$ cat config.mk
export PLATFORM = sky130hd
export DESIGN_NAME = integer_to_radix_tokens
export DESIGN_NICKNAME = d
export VERILOG_FILES = /design/src/hw/rtl/irt_pkg.sv /design/src/hw/rtl/integer_to_radix_tokens.sv
export SDC_FILE = /design/constraint.sdc
export NUM_CORES = 1
export LEC_CHECK = 0
export ABC_AREA = 0
export BUFFER_PORTS_ARGS = -buffer_cell sky130_fd_sc_hd__buf_2
export CORE_ASPECT_RATIO = 0.75
export CORE_MARGIN = 2
export CORE_UTILIZATION = 65
export CTS_BUF_LIST = sky130_fd_sc_hd__clkbuf_4
export CTS_CLUSTER_SIZE = 25
export DETAILED_ROUTE_END_ITERATION = 8
export PLACE_DENSITY = 0.82
export SLEW_MARGIN = 20
export SYNTH_ARGS = -nofsm -noshare
export SYNTH_HDL_FRONTEND = slang
export SYNTH_SLANG_ARGS = --single-unit
$ cat constraint.sdc
create_clock -name clk -period 12.1 [get_ports clk]
set_input_delay 0.605 -clock clk [delete_from_list [all_inputs] [get_ports clk]]
set_output_delay 0.605 -clock clk [all_outputs]
set_load 0.02 [all_outputs]
$ cat src/hw/rtl/irt_pkg.sv
// Shared types, constants and a helper function for the integer to radix token converter.
package irt_pkg;

    localparam int MAX_DIGITS_DEF = 32;
    localparam int RADIX_BITS     = 16;
    localparam int MAX_TOKENS     = 32;
    localparam int DIV_STEPS      = 31;
    localparam int IN_DATA_W      = 48;
    localparam int OUT_DATA_W     = 40;

    localparam logic [15:0] RADIX_MASK = 16'((64'd1 << RADIX_BITS) - 64'd1);
    localparam logic [15:0] MIN_RADIX  = 16'd2;
    localparam logic [15:0] BASE62     = 16'd62;

    // Reciprocals of 62 for a 16-bit and an 11-bit dividend, scaled by 2**22 and 2**16.
    localparam logic [16:0] RECIP62_HI = 17'd67651;
    localparam logic [10:0] RECIP62_LO = 11'd1058;

    localparam logic [6:0] CH_ZERO   = 7'd48;
    localparam logic [6:0] CH_OPEN   = 7'd40;
    localparam logic [6:0] CH_CLOSE  = 7'd41;
    localparam logic [6:0] CH_MINUS  = 7'd45;
    localparam logic [6:0] OFS_UPPER = 7'd55;
    localparam logic [6:0] OFS_LOWER = 7'd61;

    typedef enum logic [3:0] {
        ST_IDLE,
        ST_DIV,
        ST_SIGN,
        ST_READ,
        ST_DIGIT,
        ST_SUB1,
        ST_SUB2,
        ST_PUT
    } irt_state_t;

    function automatic logic [6:0] digit_char(input logic [5:0] d);
        logic [6:0] dx;
        dx = {1'b0, d};
        if (d < 6'd10) begin
            return CH_ZERO + dx;
        end
        else if (d < 6'd36) begin
            return OFS_UPPER + dx;
        end
        else begin
            return OFS_LOWER + dx;
        end
    endfunction

endpackage

$ cat src/hw/rtl/integer_to_radix_tokens.sv
// Top level of the integer to radix token converter.
//
// The input channel (s_tvalid, s_tready, s_tdata) takes one item: a signed
// 32-bit value and a 16-bit radix. The output channel (m_tvalid, m_tready,
// m_tdata, m_tlast) returns the tokens of that number, most significant digit
// first, with m_tlast on the final token. A negative number gets a leading
// minus token, and zero gives a single "0" token. The cfg_we/cfg_wdata port
// writes the bracket mode bit, which resets to bracketed tokens.
// The digits come from one bit-serial divider, and all digits of an item are
// divided out before its first token. A plain digit of 62 or more is skipped,
// and a bracketed digit of 62 or more is split into base-62 sub-digits by
// reciprocal multiplication. The input is not ready until the last token of
// the item has been placed in the output register.
// A stall on m_tready holds the current token, and the block waits with the
// next token until the output register is free.
// Reset empties the output register and returns the block to idle.
module integer_to_radix_tokens #(
    parameter int MAX_DIGITS = irt_pkg::MAX_DIGITS_DEF
) (
    input  logic                             clk,
    input  logic                             rst_n,
    input  logic                             s_tvalid,
    output logic                             s_tready,
    // Fields from bit 0: value[31:0], radix[47:32].
    input  logic [irt_pkg::IN_DATA_W-1:0]    s_tdata,
    output logic                             m_tvalid,
    input  logic                             m_tready,
    // Fields from bit 0: token_length[2:0], char0..char4 at 7 bits each, zero pad.
    output logic [irt_pkg::OUT_DATA_W-1:0]   m_tdata,
    output logic                             m_tlast,
    input  logic                             cfg_we,
    input  logic                             cfg_wdata
);

    import irt_pkg::*;

    localparam int CNT_W = $clog2(MAX_DIGITS + 1);
    localparam int IDX_W = $clog2(MAX_DIGITS);
    localparam logic [CNT_W-1:0] CNT_MAX = CNT_W'(MAX_DIGITS);
    localparam logic [5:0] TOK_LAST_IDX = 6'(MAX_TOKENS - 1);
    localparam logic [4:0] DIV_LAST = 5'(DIV_STEPS - 1);

    irt_state_t state_reg, state_next;

    logic             bracket_reg;
    logic             neg_reg, neg_next;
    logic [CNT_W-1:0] digit_cnt_reg, digit_cnt_next;
    logic [CNT_W-1:0] idx_reg, idx_next;
    logic             any_emit_reg, any_emit_next;
    logic [IDX_W-1:0] low_emit_reg, low_emit_next;
    logic [5:0]       tok_cnt_reg, tok_cnt_next;
    logic [5:0]       sub0_reg, sub0_next;
    logic [10:0]      sub_q_reg, sub_q_next;

    logic [4:0]       div_cnt_reg, div_cnt_next;
    logic [15:0]      div_r_reg, div_r_next;
    logic [15:0]      div_d_reg, div_d_next;
    logic [30:0]      div_q_reg, div_q_next;

    logic [2:0]       tok_len_reg, tok_len_next;
    logic [6:0]       tok_reg [5];
    logic [6:0]       tok_next [5];
    logic             tok_last_reg, tok_last_next;

    logic                  m_valid_reg, m_valid_next;
    logic                  m_last_reg, m_last_next;
    logic [OUT_DATA_W-1:0] m_data_reg, m_data_next;

    logic [15:0]      digit_mem [MAX_DIGITS];
    logic [15:0]      rd_data_reg;
    logic             mem_we;
    logic [IDX_W-1:0] mem_raddr;

    logic [16:0]      div_shift;
    logic             div_ge;
    logic [15:0]      div_r_new;
    logic [30:0]      div_q_new;
    logic             div_done;

    logic [32:0]      sub_prod1;
    logic [10:0]      sub_q1;
    logic [15:0]      sub_r1;
    logic [21:0]      sub_prod2;
    logic [5:0]       sub_q2;
    logic [15:0]      sub_r2;

    logic [31:0]      in_value;
    logic [15:0]      in_radix;
    logic [31:0]      in_mag32;
    logic [30:0]      in_mag;
    logic             accept;
    logic             out_free;
    logic             d_small;
    logic             emit_new;
    logic [CNT_W-1:0] cnt_inc;

    assign s_tready = (state_reg == ST_IDLE);
    assign m_tvalid = m_valid_reg;
    assign m_tdata  = m_data_reg;
    assign m_tlast  = m_last_reg;

    assign accept   = s_tvalid && (state_reg == ST_IDLE);
    assign out_free = !m_valid_reg || m_tready;

    assign div_shift = {div_r_reg, div_q_reg[30]};
    assign div_ge    = div_shift >= {1'b0, div_d_reg};
    assign div_r_new = div_ge ? 16'(div_shift - {1'b0, div_d_reg}) : div_shift[15:0];
    assign div_q_new = {div_q_reg[29:0], div_ge};
    assign div_done  = (div_cnt_reg == DIV_LAST);

    assign sub_prod1 = 33'(rd_data_reg) * 33'(RECIP62_HI);
    assign sub_q1    = sub_prod1[32:22];
    assign sub_r1    = rd_data_reg - {5'd0, sub_q1} * BASE62;
    assign sub_prod2 = 22'(sub_q_reg) * 22'(RECIP62_LO);
    assign sub_q2    = sub_prod2[21:16];
    assign sub_r2    = {5'd0, sub_q_reg} - {10'd0, sub_q2} * BASE62;

    assign in_value = s_tdata[31:0];
    assign in_mag32 = in_value[31] ? (32'd0 - in_value) : in_value;
    assign in_mag   = in_mag32[31] ? 31'h7FFF_FFFF : in_mag32[30:0];

    always_comb
    begin
        in_radix = s_tdata[47:32] & RADIX_MASK;
        if (in_radix < MIN_RADIX)
        begin
            in_radix = MIN_RADIX;
        end
    end

    assign d_small   = rd_data_reg < BASE62;
    assign emit_new  = bracket_reg || (div_r_new < BASE62);
    assign cnt_inc   = digit_cnt_reg + CNT_W'(1);
    assign mem_we    = (state_reg == ST_DIV) && div_done;
    assign mem_raddr = IDX_W'(idx_reg - CNT_W'(1));

    always_ff @(posedge clk)
    begin
        if (mem_we)
        begin
            digit_mem[digit_cnt_reg[IDX_W-1:0]] <= div_r_new;
        end
        if (state_reg == ST_READ)
        begin
            rd_data_reg <= digit_mem[mem_raddr];
        end
    end

    always_comb
    begin
        state_next = state_reg;
        case (state_reg)
            ST_IDLE:
            begin
                if (accept)
                begin
                    state_next = (in_mag == 31'd0) ? ST_PUT : ST_DIV;
                end
            end
            ST_DIV:
            begin
                if (div_done && ((div_q_new == 31'd0) || (cnt_inc == CNT_MAX)))
                begin
                    state_next = ST_SIGN;
                end
            end
            ST_SIGN:
            begin
                if (neg_reg)
                begin
                    state_next = ST_PUT;
                end
                else if (any_emit_reg)
                begin
                    state_next = ST_READ;
                end
                else
                begin
                    state_next = ST_IDLE;
                end
            end
            ST_READ:
            begin
                state_next = (idx_reg == '0) ? ST_IDLE : ST_DIGIT;
            end
            ST_DIGIT:
            begin
                if (d_small)
                begin
                    state_next = ST_PUT;
                end
                else if (bracket_reg)
                begin
                    state_next = ST_SUB1;
                end
                else
                begin
                    state_next = ST_READ;
                end
            end
            ST_SUB1:
            begin
                state_next = ({5'd0, sub_q1} < BASE62) ? ST_PUT : ST_SUB2;
            end
            ST_SUB2:
            begin
                state_next = ST_PUT;
            end
            ST_PUT:
            begin
                if (out_free)
                begin
                    state_next = (tok_last_reg || (tok_cnt_reg == TOK_LAST_IDX)) ?
                                 ST_IDLE : ST_READ;
                end
            end
            default:
            begin
                state_next = ST_IDLE;
            end
        endcase
    end

    always_comb
    begin
        neg_next       = neg_reg;
        digit_cnt_next = digit_cnt_reg;
        idx_next       = idx_reg;
        any_emit_next  = any_emit_reg;
        low_emit_next  = low_emit_reg;
        tok_cnt_next   = tok_cnt_reg;
        sub0_next      = sub0_reg;
        sub_q_next     = sub_q_reg;
        div_cnt_next   = div_cnt_reg;
        div_r_next     = div_r_reg;
        div_d_next     = div_d_reg;
        div_q_next     = div_q_reg;
        tok_len_next   = tok_len_reg;
        tok_next       = tok_reg;
        tok_last_next  = tok_last_reg;
        m_valid_next   = m_valid_reg && !m_tready;
        m_last_next    = m_last_reg;
        m_data_next    = m_data_reg;

        case (state_reg)
            ST_IDLE:
            begin
                if (accept)
                begin
                    digit_cnt_next = '0;
                    any_emit_next  = 1'b0;
                    tok_cnt_next   = '0;
                    div_cnt_next   = '0;
                    div_r_next     = '0;
                    div_d_next     = in_radix;
                    div_q_next     = in_mag;
                    if (in_mag == 31'd0)
                    begin
                        neg_next      = 1'b0;
                        tok_len_next  = 3'd1;
                        tok_next      = '{CH_ZERO, 7'd0, 7'd0, 7'd0, 7'd0};
                        tok_last_next = 1'b1;
                    end
                    else
                    begin
                        neg_next = in_value[31];
                    end
                end
            end
            ST_DIV:
            begin
                div_r_next   = div_r_new;
                div_q_next   = div_q_new;
                div_cnt_next = div_cnt_reg + 5'd1;
                if (div_done)
                begin
                    digit_cnt_next = cnt_inc;
                    idx_next       = cnt_inc;
                    div_cnt_next   = '0;
                    div_r_next     = '0;
                    if (!any_emit_reg && emit_new)
                    begin
                        any_emit_next = 1'b1;
                        low_emit_next = digit_cnt_reg[IDX_W-1:0];
                    end
                end
            end
            ST_SIGN:
            begin
                tok_len_next  = 3'd1;
                tok_next      = '{CH_MINUS, 7'd0, 7'd0, 7'd0, 7'd0};
                tok_last_next = !any_emit_reg;
            end
            ST_READ:
            begin
                idx_next = idx_reg - CNT_W'(1);
            end
            ST_DIGIT:
            begin
                tok_last_next = (idx_reg[IDX_W-1:0] == low_emit_reg);
                if (d_small)
                begin
                    if (bracket_reg)
                    begin
                        tok_len_next = 3'd3;
                        tok_next     = '{CH_OPEN, digit_char(rd_data_reg[5:0]), CH_CLOSE,
                                         7'd0, 7'd0};
                    end
                    else
                    begin
                        tok_len_next = 3'd1;
                        tok_next     = '{digit_char(rd_data_reg[5:0]), 7'd0, 7'd0,
                                         7'd0, 7'd0};
                    end
                end
            end
            ST_SUB1:
            begin
                sub0_next    = sub_r1[5:0];
                sub_q_next   = sub_q1;
                tok_len_next = 3'd4;
                tok_next     = '{CH_OPEN, digit_char(sub_q1[5:0]),
                                 digit_char(sub_r1[5:0]), CH_CLOSE, 7'd0};
            end
            ST_SUB2:
            begin
                tok_len_next = 3'd5;
                tok_next     = '{CH_OPEN, digit_char(sub_q2),
                                 digit_char(sub_r2[5:0]), digit_char(sub0_reg),
                                 CH_CLOSE};
            end
            ST_PUT:
            begin
                if (out_free)
                begin
                    m_valid_next = 1'b1;
                    m_last_next  = tok_last_reg || (tok_cnt_reg == TOK_LAST_IDX);
                    m_data_next  = {2'b00, tok_reg[4], tok_reg[3], tok_reg[2],
                                    tok_reg[1], tok_reg[0], tok_len_reg};
                    tok_cnt_next = tok_cnt_reg + 6'd1;
                end
            end
            default:
            begin
                m_valid_next = m_valid_reg && !m_tready;
            end
        endcase
    end

    always_ff @(posedge clk or negedge rst_n)
    begin
        if (!rst_n)
        begin
            state_reg     <= ST_IDLE;
            bracket_reg   <= 1'b1;
            neg_reg       <= 1'b0;
            digit_cnt_reg <= '0;
            idx_reg       <= '0;
            any_emit_reg  <= 1'b0;
            tok_cnt_reg   <= '0;
            div_cnt_reg   <= '0;
            tok_last_reg  <= 1'b0;
            m_valid_reg   <= 1'b0;
            m_last_reg    <= 1'b0;
        end
        else
        begin
            state_reg     <= state_next;
            if (cfg_we)
            begin
                bracket_reg <= cfg_wdata;
            end
            neg_reg       <= neg_next;
            digit_cnt_reg <= digit_cnt_next;
            idx_reg       <= idx_next;
            any_emit_reg  <= any_emit_next;
            tok_cnt_reg   <= tok_cnt_next;
            div_cnt_reg   <= div_cnt_next;
            tok_last_reg  <= tok_last_next;
            m_valid_reg   <= m_valid_next;
            m_last_reg    <= m_last_next;
        end
    end

    always_ff @(posedge clk)
    begin
        low_emit_reg <= low_emit_next;
        sub0_reg     <= sub0_next;
        sub_q_reg    <= sub_q_next;
        div_r_reg    <= div_r_next;
        div_d_reg    <= div_d_next;
        div_q_reg    <= div_q_next;
        tok_len_reg  <= tok_len_next;
        tok_reg      <= tok_next;
        m_data_reg   <= m_data_next;
    end

endmodule

==> flow_metrics.env <==
export IMPL_crit_family="adder cells"
export IMPL_synthXorXnorAreaFrac_pct=2.73
export IMPL_cts_reportedPaths_clkPinSlew_ns=0.07
export IMPL_synth_edff_count=677
export IMPL_r2r_setup_slack_ns=2.47
export IMPL_die_area_um2=55700
export IMPL_drv_slew=0
export IMPL_synth_cell_types=82
export IMPL_grt_pass1_wl_mm=123
export IMPL_num_rows=73
export IMPL_gr_total_overflow=0
export IMPL_crit_top_cell="ha_1"
export IMPL_holdCritStartpoint="s_tdata[21]"
export IMPL_path_max_fanout=8
export IMPL_grt_pass1_vias=21500
export IMPL_share_seq_of_total_power_pct=57.8
export IMPL_power_total_w=0.00458
export IMPL_timing_final_crit_period_ns=9.63
export IMPL_hpwl_mm=53.2
export IMPL_synth_top_area_share_pct=58.1
export IMPL_worstReg2RegStart="rd_data_reg[14]"
export IMPL_synth_main_ff_cell="edfxtp_1"
export IMPL_ant_nets=0
export IMPL_core_area_um2=53100
export IMPL_ctsResizeCount=0
export IMPL_synthMuxAreaShare_pct=11.2
export IMPL_hold_path_depth=3
export IMPL_hold_class="in2reg"
export IMPL_drtPass1Iterations=6
export IMPL_setup_ws_ns=2.47
export IMPL_synthCells=2310
export IMPL_routed_wl_mm=80.4
export IMPL_routabilityCongestion=0.919
export IMPL_r2r_end="tok_reg[19]"
export IMPL_grt_usage_pct=29.5
export IMPL_p_sw_w=0.000988
export IMPL_comb_power_share_pct=1.3
export IMPL_area_delta_synth_final_pct=10.6
export IMPL_drc=0
export IMPL_hold_viol=0
export IMPL_cts_tree="built"
export IMPL_crit_buf_inv=3
export IMPL_wire_per_inst_um=23.7
export IMPL_rsz0062_at_grt="false"
export IMPL_cts_buffers=168
export IMPL_final_nets=2867
export IMPL_critPathCaptureType="flop"
export IMPL_async_flop_share_pct=4.51
export IMPL_tns_ns=0
export IMPL_rr_worst_depth=35
export IMPL_final_cell_count_no_fill=3388
export IMPL_clockPowerShare_pct=40.9
export IMPL_ys_top_cells_by_area="edfxtp_1 (58%), mux4_2 (10%), ha_1 (8.3%)"
export IMPL_synth_fa_ha_area_share_pct=10.3
export IMPL_clk_latency_ns=1.05
export IMPL_yosysTopAreaCell="edfxtp_1"
export IMPL_cts_sinks=709
export IMPL_vias=21500
export IMPL_power_leakage_nw=14.3
export IMPL_pwr_density_cell_nw_per_um2=118
export IMPL_post_dp_cell_area_um2=36400
export IMPL_synth_compound_area_share_pct=6.17
export IMPL_die_y_um=205
export IMPL_via_per_inst=6.35
export IMPL_max_stage_delay_ns=0.52
export IMPL_io_pins=97
export IMPL_drive_gt1_share_pct=23.2
export IMPL_dp_slack_ns=2.66
export IMPL_antenna_found_initial=3
export IMPL_worst_slew_margin_rel_pct=28.2
export IMPL_hold_end="div_q_reg[21]"
export IMPL_synth_area_per_cell_um2=15.2
export IMPL_root_buffer="clkbuf_4"
export IMPL_cpMaxStageDelayCell="fa_1"
export IMPL_clock_path_buffers=3
export IMPL_netlist_area_um2=35000
export IMPL_grt_max_degree=73
export IMPL_largest_register_ff_count=512
export IMPL_die_w_um=272
export IMPL_status="finished clean"
export IMPL_cp_required_ns=12.83
export IMPL_max_freq_mhz=104
export IMPL_finalClockSkew_ns=0.0761
export IMPL_placed_cells=3063
export IMPL_p_int_w=0.00360
export IMPL_drt_iter0_drc=2297
export IMPL_critPathLaunchType="flop"
export IMPL_period_share_pct=79.6
export IMPL_start_util_pct=66.0
export IMPL_yosys_warnings=0
export IMPL_criticalPathCategory="reg2reg"
export IMPL_drv_cap=0
export IMPL_design_area_um2=38700
export IMPL_p_sw_share_pct=21.6
export IMPL_setup_viol=0
export IMPL_port_buffer_count=90
export IMPL_ir_drop_mv=0.111
export IMPL_tightest_slew_ns=1.05
export IMPL_ys_ff_latch=709
export IMPL_seq_area_frac_synth_pct=60.4
export IMPL_ctsHtreeMaxLevel=4
export IMPL_critPathArrivalTime_ns=10.35
export IMPL_synth_top_family_by_area="multiplexers"
export IMPL_synth_simple_area_share_pct=6.41
==> layout by cell type (no fill, tap or decap), types with 24 or more instances in the layout <==
cell and instances:
a21oi_1 77, buf_2 90, buf_4 48, clkbuf_4 236, clkinv_1 40, dfrtp_1 30, dlygate4sd3_1 24, edfxtp_1 677
fa_1 34, ha_1 232, inv_1 145, mux4_2 160, nand2_1 103, nand3_1 29, nor2_1 154, nor3_1 26
o21ai_0 63, xnor2_1 66, xor2_1 40
==> final cells by class <==
cell class / count / area (um^2)
antenna: 9 / 22.5
clock buffer: 236 / 1770
fill: 3248 / 14400
tap: 712 / 891
multi-input combinational: 1355 / 13000
inverter: 149 / 559
sequential: 709 / 21100
clock inverter: 55 / 282
timing repair buffer: 163 / 1060
==> power groups by stage <==
| stage | registers, W | logic [W] | clock network (W) |
|---|---|---|---|
| floorplan | 0.00270 | 0.0000308 | 0 |
| global placement | 0.00270 | 0.0000507 | 0 |
| detailed placement | 0.00270 | 0.0000516 | 0 |
| CTS | 0.00265 | 0.0000582 | 0.00191 |
| global route | 0.00265 | 0.0000638 | 0.00203 |
| finish | 0.00265 | 0.0000596 | 0.00188 |
==> cell usage after synthesis (all sizes together) (4+ instances only) <==
| cell | n |
|---|---|
| edfxtp | 677 |
| ha | 233 |
| mux4 | 160 |
| nor2 | 157 |
| inv | 146 |
| nand2 | 106 |
| a21oi | 80 |
| clkbuf | 75 |
| xnor2 | 68 |
| o21ai | 64 |
| xor2 | 41 |
| fa | 34 |
| dfrtp | 31 |
| nand3 | 29 |
| buf | 27 |
| nor3 | 26 |
| and2 | 23 |
| a21o | 22 |
| mux2 | 22 |
| a31oi | 21 |
| nor4 | 19 |
| nand4 | 18 |
| o31ai | 17 |
| or3 | 17 |
| a211oi | 14 |
| nand2b | 12 |
| nor2b | 11 |
| o211ai | 11 |
| o21a | 10 |
| o21bai | 9 |
| o41ai | 9 |
| or2 | 8 |
| or4 | 8 |
| a211o | 7 |
| and3 | 7 |
| mux2i | 7 |
| nand3b | 7 |
| a41oi | 6 |
| and4 | 6 |
| a21boi | 4 |
| a221o | 4 |
| a31o | 4 |
| o221ai | 4 |
==> cell families (layout without fill, tap and decap cells) <==
kind of cell    after synthesis  in the layout
other cells                   1             15
simple gates                463            463
compound gates              321            321
buf+inv                     251            603
xor+xnor                    109            109
fa+ha+maj                   267            267
flops                       709            709
mux                         189            189
==> worst register-to-register path: cells and delay by family (launching register included) <==
kind	cells	cell delay (ns)
AO/OA/AOI/OAI	10	1.95
XOR/XNOR	5	1.14
adder cells (fa/ha/maj)	14	4.94
buffers and inverters	3	0.25
flip-flops	1	0.46
AND/OR/NAND/NOR	3	0.55
==> worst max-delay path by stage <==
stage | start | to | slack [ns] | cells after the start
3_5_place_dp | rd_data_reg[14] | tok_reg[19] | 2.66 | 35
6_report | rd_data_reg[14] | tok_reg[19] | 2.47 | 35
3_3_place_gp | rd_data_reg[14] | tok_reg[19] | 2.84 | 35
5_1_grt | rd_data_reg[14] | tok_reg[19] | 2.09 | 35
4_1_cts | rd_data_reg[14] | tok_reg[19] | 2.58 | 35
2_1_floorplan | rd_data_reg[14] | tok_reg[19] | 3.38 | 35
==> through the flow <==
step	hold WS [ns]	util, %
2_1_floorplan	0.309	-
3_3_place_gp	0.414	68.5
3_5_place_dp	0.405	68.5
4_1_cts	0.000277	72.8
5_1_grt	0.0290	72.9
6_report	0.0698	72.9
==> metal layers <==
metal | vias to the layer above | routed length, um | GRT usage (%)
li1 | 9491 | - | -
met1 | 10700 | 33000 | 43.3
met2 | 1187 | 37100 | 44.5
met3 | 129 | 8550 | 6.61
met4 | 2 | 1690 | 10.1
met5 | - | 14 | 0
==> what timing repair did <==
action / in CTS / in global routing
hold buffers: 24 / 0
buffers inserted: 0 / 0
endpoints found under the hold margin: 54 / 0
Power figures use the tool's default switching activity.
